$ cat config.mk
export PLATFORM = sky130hd
export DESIGN_NAME = ppu_scroll_register_unit_flat
export DESIGN_NICKNAME = d
export VERILOG_FILES = /design/src/rtl/core/pur_pkg.sv /design/src/rtl/core/pur_intf.sv /design/src/rtl/core/ppu_scroll_register_unit.sv /design/src/rtl/core/pur_engine.sv /design/src/flat_wrapper.sv
export SDC_FILE = /design/constraint.sdc
export NUM_CORES = 1
export LEC_CHECK = 0
export BUFFER_PORTS_ARGS = -buffer_cell sky130_fd_sc_hd__buf_2
export CAP_MARGIN = 40
export CORE_MARGIN = 4
export CORE_UTILIZATION = 56
export CTS_CLUSTER_SIZE = 16
export DETAILED_ROUTE_END_ITERATION = 10
export HOLD_SLACK_MARGIN = 0.12
export PLACE_DENSITY = 0.79
export SETUP_SLACK_MARGIN = 0.05
export SYNTH_ARGS = -nofsm -noshare
export SYNTH_HDL_FRONTEND = slang
export SYNTH_SLANG_ARGS = --single-unit
$ cat constraint.sdc
create_clock -name clk -period 5.6 [get_ports clk]
set_clock_uncertainty 0.15 [all_clocks]
set_input_delay 1.12 -clock clk [delete_from_list [all_inputs] [get_ports clk]]
set_output_delay 1.12 -clock clk [all_outputs]
set_load 0.05 [all_outputs]
$ cat src/rtl/core/pur_pkg.sv
// Shared types and constants for the picture processor scroll register unit.
package pur_pkg;

	typedef enum logic [1:0] {
		REQ_DOT   = 2'd0,
		REQ_WRITE = 2'd1,
		REQ_READ  = 2'd2
	} req_kind_t;

	localparam logic [2:0] REG_CTRL     = 3'd0;
	localparam logic [2:0] REG_MASK     = 3'd1;
	localparam logic [2:0] REG_STATUS   = 3'd2;
	localparam logic [2:0] REG_OAM_ADDR = 3'd3;
	localparam logic [2:0] REG_OAM_DATA = 3'd4;
	localparam logic [2:0] REG_SCROLL   = 3'd5;
	localparam logic [2:0] REG_ADDR     = 3'd6;
	localparam logic [2:0] REG_DATA     = 3'd7;

	localparam logic [8:0] DOT_LAST       = 9'd340;
	localparam logic [8:0] PRE_LINE       = 9'd261;
	localparam logic [8:0] VISIBLE_LINES  = 9'd240;
	localparam logic [8:0] VBLANK_LINE    = 9'd241;
	localparam logic [8:0] FETCH_LAST     = 9'd256;
	localparam logic [8:0] INC_Y_DOT      = 9'd256;
	localparam logic [8:0] HCOPY_DOT      = 9'd257;
	localparam logic [8:0] VCOPY_FIRST    = 9'd280;
	localparam logic [8:0] VCOPY_LAST     = 9'd304;
	localparam logic [8:0] PREFETCH_FIRST = 9'd321;
	localparam logic [8:0] PREFETCH_LAST  = 9'd336;
	localparam logic [8:0] FLAG_DOT       = 9'd1;

	localparam logic [4:0]  COARSE_LAST   = 5'h1F;
	localparam logic [4:0]  COARSE_Y_ROWS = 5'h1D;
	localparam logic [2:0]  FINE_MAX      = 3'h7;
	localparam logic [5:0]  PALETTE_PAGE  = 6'h3F;
	localparam logic [14:0] STEP_DOWN     = 15'h0020;
	localparam logic [14:0] STEP_ACROSS   = 15'h0001;

	typedef struct packed {
		logic [1:0] req_type;
		logic [2:0] reg_index;
		logic [7:0] write_data;
		logic [7:0] vram_read_data;
	} item_t;

	typedef struct packed {
		logic [7:0]  read_data;
		logic [14:0] vram_addr;
		logic        vram_write;
		logic [7:0]  vram_write_data;
		logic        nmi_pulse;
		logic [2:0]  fine_x_scroll;
		logic [8:0]  dot_index;
		logic [8:0]  scanline_index;
	} result_t;

endpackage

$ cat src/rtl/core/pur_intf.sv
// Valid/ready channel interfaces for request items and result items.
interface pur_req_if;
	logic       valid;
	logic       ready;
	logic [1:0] req_type;
	logic [2:0] reg_index;
	logic [7:0] write_data;
	logic [7:0] vram_read_data;

	modport source (output valid, req_type, reg_index, write_data, vram_read_data,
		input ready);
	modport sink (input valid, req_type, reg_index, write_data, vram_read_data,
		output ready);
endinterface

interface pur_rsp_if;
	logic        valid;
	logic        ready;
	logic [7:0]  read_data;
	logic [14:0] vram_addr;
	logic        vram_write;
	logic [7:0]  vram_write_data;
	logic        nmi_pulse;
	logic [2:0]  fine_x_scroll;
	logic [8:0]  dot_index;
	logic [8:0]  scanline_index;

	modport source (output valid, read_data, vram_addr, vram_write, vram_write_data,
		nmi_pulse, fine_x_scroll, dot_index, scanline_index, input ready);
	modport sink (input valid, read_data, vram_addr, vram_write, vram_write_data,
		nmi_pulse, fine_x_scroll, dot_index, scanline_index, output ready);
endinterface

$ cat src/rtl/core/ppu_scroll_register_unit.sv
// Top level: input register, register/scroll engine and result register.
// A result is offered from the result register once its item has passed the input register and the engine.
// Throughput: one item per cycle while the result channel is not stalled; the engine computes all
// state updates between the input register and the result register.
// A stalled result holds in the result register while one more item waits.
// Reset clears all engine state, both valid flags, and the dot and line counters.
module ppu_scroll_register_unit (
	input logic      clk,
	input logic      arst_n,
	pur_req_if.sink  req,
	pur_rsp_if.source rsp
);
	import pur_pkg::*;

	logic    valid_s1;
	item_t   item_s1;
	logic    valid_s2;
	result_t result_s2;
	result_t result;
	logic    advance;
	logic    step;

	assign advance   = !valid_s2 || rsp.ready;
	assign step      = valid_s1 && advance;
	assign req.ready = !valid_s1 || advance;

	always_ff @(posedge clk or negedge arst_n) begin
		if (!arst_n) begin
			valid_s1 <= 1'b0;
		end else if (req.ready) begin
			valid_s1 <= req.valid;
		end
	end

	always_ff @(posedge clk) begin
		if (req.ready && req.valid) begin
			item_s1 <= '{req_type: req.req_type, reg_index: req.reg_index,
				write_data: req.write_data, vram_read_data: req.vram_read_data};
		end
	end

	pur_engine u_engine (
		.clk    (clk),
		.arst_n (arst_n),
		.step   (step),
		.item   (item_s1),
		.result (result)
	);

	always_ff @(posedge clk or negedge arst_n) begin
		if (!arst_n) begin
			valid_s2 <= 1'b0;
		end else if (advance) begin
			valid_s2 <= valid_s1;
		end
	end

	always_ff @(posedge clk) begin
		if (step) begin
			result_s2 <= result;
		end
	end

	assign rsp.valid           = valid_s2;
	assign rsp.read_data       = result_s2.read_data;
	assign rsp.vram_addr       = result_s2.vram_addr;
	assign rsp.vram_write      = result_s2.vram_write;
	assign rsp.vram_write_data = result_s2.vram_write_data;
	assign rsp.nmi_pulse       = result_s2.nmi_pulse;
	assign rsp.fine_x_scroll   = result_s2.fine_x_scroll;
	assign rsp.dot_index       = result_s2.dot_index;
	assign rsp.scanline_index  = result_s2.scanline_index;

endmodule

$ cat src/rtl/core/pur_engine.sv
// Register file, scroll address logic and dot/line timing; one item per step.
module pur_engine (
	input  logic             clk,
	input  logic             arst_n,
	input  logic             step,
	input  pur_pkg::item_t   item,
	output pur_pkg::result_t result
);
	import pur_pkg::*;

	logic [14:0] temp_q, temp_d;
	logic [14:0] cur_q, cur_d;
	logic [2:0]  fine_x_q, fine_x_d;
	logic        toggle_q, toggle_d;
	logic [7:0]  ctrl_q, ctrl_d;
	logic [7:0]  mask_q, mask_d;
	logic [7:0]  status_q, status_d;
	logic [7:0]  rbuf_q, rbuf_d;
	logic [7:0]  oam_val_q, oam_val_d;
	logic [8:0]  dot_q, dot_d;
	logic [8:0]  line_q, line_d;

	logic        bg_on;
	logic        render_line;
	logic [4:0]  row_y;
	logic [7:0]  rdata;
	logic        nmi;
	logic        vwrite;
	logic [7:0]  vwdata;
	logic [14:0] bump;

	always_comb begin
		temp_d     = temp_q;
		cur_d      = cur_q;
		fine_x_d   = fine_x_q;
		toggle_d   = toggle_q;
		ctrl_d     = ctrl_q;
		mask_d     = mask_q;
		status_d   = status_q;
		rbuf_d     = rbuf_q;
		oam_val_d  = oam_val_q;
		dot_d      = dot_q;
		line_d     = line_q;
		rdata      = '0;
		nmi        = 1'b0;
		vwrite     = 1'b0;
		vwdata     = '0;
		row_y      = cur_q[9:5];
		bg_on      = mask_q[3];
		render_line = (line_q < VISIBLE_LINES) || (line_q == PRE_LINE);
		bump       = ctrl_q[2] ? STEP_DOWN : STEP_ACROSS;

		case (item.req_type)
			REQ_DOT: begin
				if (line_q == PRE_LINE && dot_q == FLAG_DOT) begin
					status_d = '0;
				end
				if (render_line) begin
					if (bg_on && dot_q[2:0] == 3'd0 &&
						((dot_q != 9'd0 && dot_q <= FETCH_LAST) ||
						(dot_q >= PREFETCH_FIRST && dot_q <= PREFETCH_LAST))) begin
						if (cur_d[4:0] == COARSE_LAST) begin
							cur_d[4:0] = 5'd0;
							cur_d[10]  = ~cur_d[10];
						end else begin
							cur_d[4:0] = cur_d[4:0] + 5'd1;
						end
					end
					if (bg_on && dot_q == INC_Y_DOT) begin
						if (cur_d[14:12] != FINE_MAX) begin
							cur_d[14:12] = cur_d[14:12] + 3'd1;
						end else begin
							cur_d[14:12] = 3'd0;
							row_y = cur_d[9:5];
							if (row_y == COARSE_Y_ROWS) begin
								row_y     = 5'd0;
								cur_d[11] = ~cur_d[11];
							end else if (row_y == COARSE_LAST) begin
								row_y = 5'd0;
							end else begin
								row_y = row_y + 5'd1;
							end
							cur_d[9:5] = row_y;
						end
					end
					if (bg_on && dot_q == HCOPY_DOT) begin
						cur_d[4:0] = temp_q[4:0];
						cur_d[10]  = temp_q[10];
					end
				end
				if (bg_on && line_q == PRE_LINE && dot_q >= VCOPY_FIRST &&
					dot_q <= VCOPY_LAST) begin
					cur_d[9:5]   = temp_q[9:5];
					cur_d[14:11] = temp_q[14:11];
				end
				if (line_q == VBLANK_LINE && dot_q == FLAG_DOT) begin
					status_d[7] = 1'b1;
					nmi         = ctrl_q[7];
				end
				if (dot_q >= DOT_LAST) begin
					dot_d  = '0;
					line_d = (line_q >= PRE_LINE) ? 9'd0 : line_q + 9'd1;
				end else begin
					dot_d = dot_q + 9'd1;
				end
			end
			REQ_WRITE: begin
				case (item.reg_index)
					REG_CTRL: begin
						ctrl_d        = item.write_data;
						temp_d[11:10] = item.write_data[1:0];
					end
					REG_MASK: mask_d = item.write_data;
					REG_OAM_DATA: oam_val_d = item.write_data;
					REG_SCROLL: begin
						if (!toggle_q) begin
							temp_d[4:0] = item.write_data[7:3];
							fine_x_d    = item.write_data[2:0];
							toggle_d    = 1'b1;
						end else begin
							temp_d[9:5]   = item.write_data[7:3];
							temp_d[14:12] = item.write_data[2:0];
							toggle_d      = 1'b0;
						end
					end
					REG_ADDR: begin
						if (!toggle_q) begin
							temp_d[14:8] = {1'b0, item.write_data[5:0]};
							toggle_d     = 1'b1;
						end else begin
							temp_d[7:0] = item.write_data;
							cur_d       = {temp_q[14:8], item.write_data};
							toggle_d    = 1'b0;
						end
					end
					REG_DATA: begin
						vwrite = 1'b1;
						vwdata = item.write_data;
						cur_d  = cur_q + bump;
					end
					default: begin
					end
				endcase
			end
			REQ_READ: begin
				case (item.reg_index)
					REG_STATUS: begin
						rdata       = status_q;
						status_d[7] = 1'b0;
						toggle_d    = 1'b0;
					end
					REG_OAM_DATA: rdata = oam_val_q;
					REG_DATA: begin
						rdata  = (cur_q[13:8] == PALETTE_PAGE) ? item.vram_read_data : rbuf_q;
						rbuf_d = item.vram_read_data;
						cur_d  = cur_q + bump;
					end
					default: begin
					end
				endcase
			end
			default: begin
			end
		endcase
	end

	always_ff @(posedge clk or negedge arst_n) begin
		if (!arst_n) begin
			temp_q     <= '0;
			cur_q      <= '0;
			fine_x_q   <= '0;
			toggle_q   <= 1'b0;
			ctrl_q     <= '0;
			mask_q     <= '0;
			status_q   <= '0;
			rbuf_q     <= '0;
			oam_val_q  <= '0;
			dot_q      <= '0;
			line_q     <= '0;
		end else if (step) begin
			temp_q     <= temp_d;
			cur_q      <= cur_d;
			fine_x_q   <= fine_x_d;
			toggle_q   <= toggle_d;
			ctrl_q     <= ctrl_d;
			mask_q     <= mask_d;
			status_q   <= status_d;
			rbuf_q     <= rbuf_d;
			oam_val_q  <= oam_val_d;
			dot_q      <= dot_d;
			line_q     <= line_d;
		end
	end

	assign result.read_data       = rdata;
	assign result.vram_addr       = cur_q;
	assign result.vram_write      = vwrite;
	assign result.vram_write_data = vwdata;
	assign result.nmi_pulse       = nmi;
	assign result.fine_x_scroll   = fine_x_d;
	assign result.dot_index       = dot_q;
	assign result.scanline_index  = line_q;

endmodule

$ cat src/flat_wrapper.sv
// flat-port wrapper written by rule: the top's interface ports become plain ports
module ppu_scroll_register_unit_flat import pur_pkg::*;
  (clk, arst_n, req_valid, req_req_type, req_reg_index, req_write_data, req_vram_read_data, req_ready, rsp_valid, rsp_read_data, rsp_vram_addr, rsp_vram_write, rsp_vram_write_data, rsp_nmi_pulse, rsp_fine_x_scroll, rsp_dot_index, rsp_scanline_index, rsp_ready);
  pur_req_if req_i ();
  pur_rsp_if rsp_i ();
  input logic clk;
  input logic arst_n;
  input wire logic [$bits(req_i.valid)-1:0] req_valid;
  input wire logic [$bits(req_i.req_type)-1:0] req_req_type;
  input wire logic [$bits(req_i.reg_index)-1:0] req_reg_index;
  input wire logic [$bits(req_i.write_data)-1:0] req_write_data;
  input wire logic [$bits(req_i.vram_read_data)-1:0] req_vram_read_data;
  output wire logic [$bits(req_i.ready)-1:0] req_ready;
  output wire logic [$bits(rsp_i.valid)-1:0] rsp_valid;
  output wire logic [$bits(rsp_i.read_data)-1:0] rsp_read_data;
  output wire logic [$bits(rsp_i.vram_addr)-1:0] rsp_vram_addr;
  output wire logic [$bits(rsp_i.vram_write)-1:0] rsp_vram_write;
  output wire logic [$bits(rsp_i.vram_write_data)-1:0] rsp_vram_write_data;
  output wire logic [$bits(rsp_i.nmi_pulse)-1:0] rsp_nmi_pulse;
  output wire logic [$bits(rsp_i.fine_x_scroll)-1:0] rsp_fine_x_scroll;
  output wire logic [$bits(rsp_i.dot_index)-1:0] rsp_dot_index;
  output wire logic [$bits(rsp_i.scanline_index)-1:0] rsp_scanline_index;
  input wire logic [$bits(rsp_i.ready)-1:0] rsp_ready;
  assign req_i.valid = req_valid;
  assign req_i.req_type = req_req_type;
  assign req_i.reg_index = req_reg_index;
  assign req_i.write_data = req_write_data;
  assign req_i.vram_read_data = req_vram_read_data;
  assign req_ready = req_i.ready;
  assign rsp_valid = rsp_i.valid;
  assign rsp_read_data = rsp_i.read_data;
  assign rsp_vram_addr = rsp_i.vram_addr;
  assign rsp_vram_write = rsp_i.vram_write;
  assign rsp_vram_write_data = rsp_i.vram_write_data;
  assign rsp_nmi_pulse = rsp_i.nmi_pulse;
  assign rsp_fine_x_scroll = rsp_i.fine_x_scroll;
  assign rsp_dot_index = rsp_i.dot_index;
  assign rsp_scanline_index = rsp_i.scanline_index;
  assign rsp_i.ready = rsp_ready;
  ppu_scroll_register_unit u_core (.clk(clk), .arst_n(arst_n), .req(req_i), .rsp(rsp_i));
endmodule
==> reports/summary.txt <==
power per cell area -> 419.1 nW/um^2
Tmin final -> 3.296 ns
delay of the slowest critical-path stage -> 0.70 ns
number of synthesized register bits -> 149
Die Area -> 14870 um^2
final std cells w/o fill -> 917
largest net degree at the start of global routing -> 63
post-synthesis mux area share -> 5.644%
Via density -> 5.949
Syn Std Cell Area -> 7271 um^2
Worst Max-Slew Pin Slew -> 0.8824 ns
DP Area -> 7809 um^2
first-pass GRT wire length -> 26260 um
DRT Pass-1 Iters -> 5
number of global-route vias before repair -> 5258
Final Cell Area -> 8389 um^2
HP Start -> u_core.u_engine.fine_x_q[2]
placed cells -> 885
xor and xnor area share after synthesis -> 0.8432%
Die H -> 121.9 um
worst vdd rail ir drop -> 250.6 uV
Reg2Reg Capture Point -> u_core.u_engine.cur_q[3]
Avg Cell Area, Syn -> 11.02 um^2
Setup crit end kind -> flop
Overflow after GRT -> 0
RSZ-0062 raised after global routing -> false
Avg WL per Cell -> 17.46 um
PostCTS Resize Cnt -> 0
final-layout fill cell count -> 944
CTS Sinks -> 149
initial antenna violation count -> 0
worst setup path category -> flop to flop
Post-layout nets -> 777
Sequential Area -> 4104 um^2
vias post-DR -> 5455
post-DP HPWL -> 10880 um
worst path cell trace -> nand3b_1, nor3b_1, nor4b_2, o311ai_2, o21bai_1, a21o_1
# diodes -> 0
gpl congestion -> 0.8374
CP endpoint -> u_core.u_engine.cur_q[3]
CTS buffer count -> 17
most common cell after layout, fill and taps aside -> buf_2
initial core utilization -> 57.38%
GRT Total Usage -> 22.67%
Crit. path cell count -> 6
max_cap viols -> 0
Top FF cell, synth -> edfxtp_1
simple-gate share of the synthesized area -> 16.37%
Critical Path Start Type -> flop
final setup violating endpoints -> 0
commonest cells after routing, fill and taps aside -> buf_2, edfxtp_1, dfrtp_1, nand2_1, nor2_1
share of cells above drive strength 1 -> 21.07%
critical path's slowest cell -> nor4b_2
Core Area -> 12670 um^2
relative slew slack -> 41.02%
CTS clk-pin slew, worst paths -> 0.06 ns
CTS tree -> built
Setup Fix Bufs, Post-CTS -> 0
Post-Synth Adder-Cell Area -> 3.442%
Worst Hold Class -> flop to flop
EDFF count, synth -> 75
Tot Pwr -> 3.516 mW
R2R setup slack -> 2.30 ns
Buf+Inv Stages, Crit Path -> 0
Synth async-reset ratio -> 49.66%
Critical Path RT -> 5.76 ns
main combinational cell family by area after synthesis -> simple AND/OR/NAND/NOR gates
Ys Warns -> 0
Port Buffers -> 80
worst r2r path cells -> 6
area occupied by multi-input gates -> 2968 um^2
CTS Hold Bufs -> 0
period utilisation layout -> 58.86%
Hold Vio Cnt, Final -> 0
remaining antenna violation count -> 0
Mapped Nets -> 705
LEAKAGE -> 3.509 nW
Total Wirelength -> 16020 um
fmax -> 303.4 MHz
library cells used by synthesis -> 71
H-tree levels -> 4
Iteration-0 DRC Markers -> 539
# IOs -> 81
Core Rows -> 41
area grow syn2layout -> 15.38%
# DRC -> 0
Min Hold Slack -> 0.3284 ns
outcome -> completed
Clock Path Buffers -> 2
root buf cell -> clkbuf_16
start point of the critical path -> u_core.item_s1[16]
Max Slew Vio Count -> 0
Die Wd -> 121.9 um
Worst R2R Start -> u_core.item_s1[16]
Syn Inst Count -> 660
CP delay by family, top -> simple AND/OR/NAND/NOR gates
critical path arrival -> 3.46 ns
later-pin clock latency in the skew report -> 0.43 ns
Compound-Gate Fraction of Synth Area -> 14.52%
CP max FO -> 20
post-synthesis sequential area ratio -> 56.44%
TNS Setup -> 0 ns
metrics by stage:
| step | setup WS [ns] | utilization [%] |
|---|---|---|
| floorplan | 1.683 | - |
| global placement | 2.279 | 61.35 |
| detailed placement | 2.157 | 61.63 |
| CTS | 2.332 | 66.21 |
| global route | 2.015 | 66.21 |
| finish | 2.304 | 66.21 |
cell families after synthesis:
group	count (synthesis)
and+or+nand+nor	237
AOI/OAI and AO/OA	159
DFF	149
buffers and inverters	50
muxes	38
adders and majority gates	20
xor gates and xnor gates	7
flip-flops by register name, indices dropped and copies added, names as in the netlist, 2 cells and up:
signal                      cells
u_core.u_engine.temp_q         15
u_core.u_engine.ctrl_q          2
u_core.u_engine.dot_q           9
u_core.rsp.dot_index            9
u_core.u_engine.fine_x_q        3
u_core.u_engine.rbuf_q          8
u_core.rsp.vram_write_data      8
u_core.rsp.fine_x_scroll        3
u_core.u_engine.cur_q          15
u_core.rsp.vram_addr           15
u_core.rsp.read_data            8
u_core.u_engine.oam_val_q       8
u_core.u_engine.line_q          9
u_core.item_s1                 21
u_core.rsp.scanline_index       9
tightest hold or removal path, cell delays in order, from the launching register on:
cell	delay, ns
dfrtp_1	0.34
nand2_1	0.05
nand2_1	0.05
metal layers:
metal  GRT usage, %  part of all wire (%)
met5              0                     0
met4          8.824                   1.7
met3          5.246                   7.7
met2          35.67                    49
met1          30.86                    42
synthesized netlist by cell type (15+ instances only):
| cell type | instances | area, um^2 |
|---|---|---|
| a21oi_1 | 35 | 175.2 |
| clkbuf_1 | 26 | 97.59 |
| dfrtp_1 | 74 | 1852 |
| edfxtp_1 | 75 | 2252 |
| ha_1 | 20 | 250.2 |
| inv_1 | 18 | 67.56 |
| mux2_2 | 20 | 225.2 |
| mux2i_1 | 17 | 170.2 |
| nand2_1 | 66 | 247.7 |
| nand3_1 | 19 | 95.09 |
| nor2_1 | 60 | 225.2 |
| nor3_1 | 15 | 75.07 |
| o21ai_0 | 41 | 205.2 |
final cells by class:
type | instances | area share [%]
Tap cell | 172 | 2.565
Sequential cell | 149 | 48.92
Multi-Input combinational cell | 461 | 35.38
Clock buffer | 18 | 5.116
Timing Repair Buffer | 84 | 5.369
Inverter | 19 | 0.8501
Clock inverter | 14 | 1.805
report_power, final:
group / total, mW / internal, mW / switching (mW)
clock: 1.12 / 0.659 / 0.458
combinational: 0.785 / 0.293 / 0.492
sequential: 1.61 / 1.38 / 0.232
worst min path at each step:
stage | end | cells past startpoint | slack, ns
after floorplan | u_core.rsp.dot_index[2] | 0 | 0.27
final | u_core.u_engine.fine_x_q[2] | 2 | 0.33
after global placement | u_core.u_engine.fine_x_q[2] | 2 | 0.30
after detailed placement | u_core.u_engine.fine_x_q[2] | 2 | 0.31
after CTS | u_core.u_engine.fine_x_q[2] | 2 | 0.33
after global routing | u_core.u_engine.fine_x_q[2] | 2 | 0.35
(Power assumes the default switching activity.)
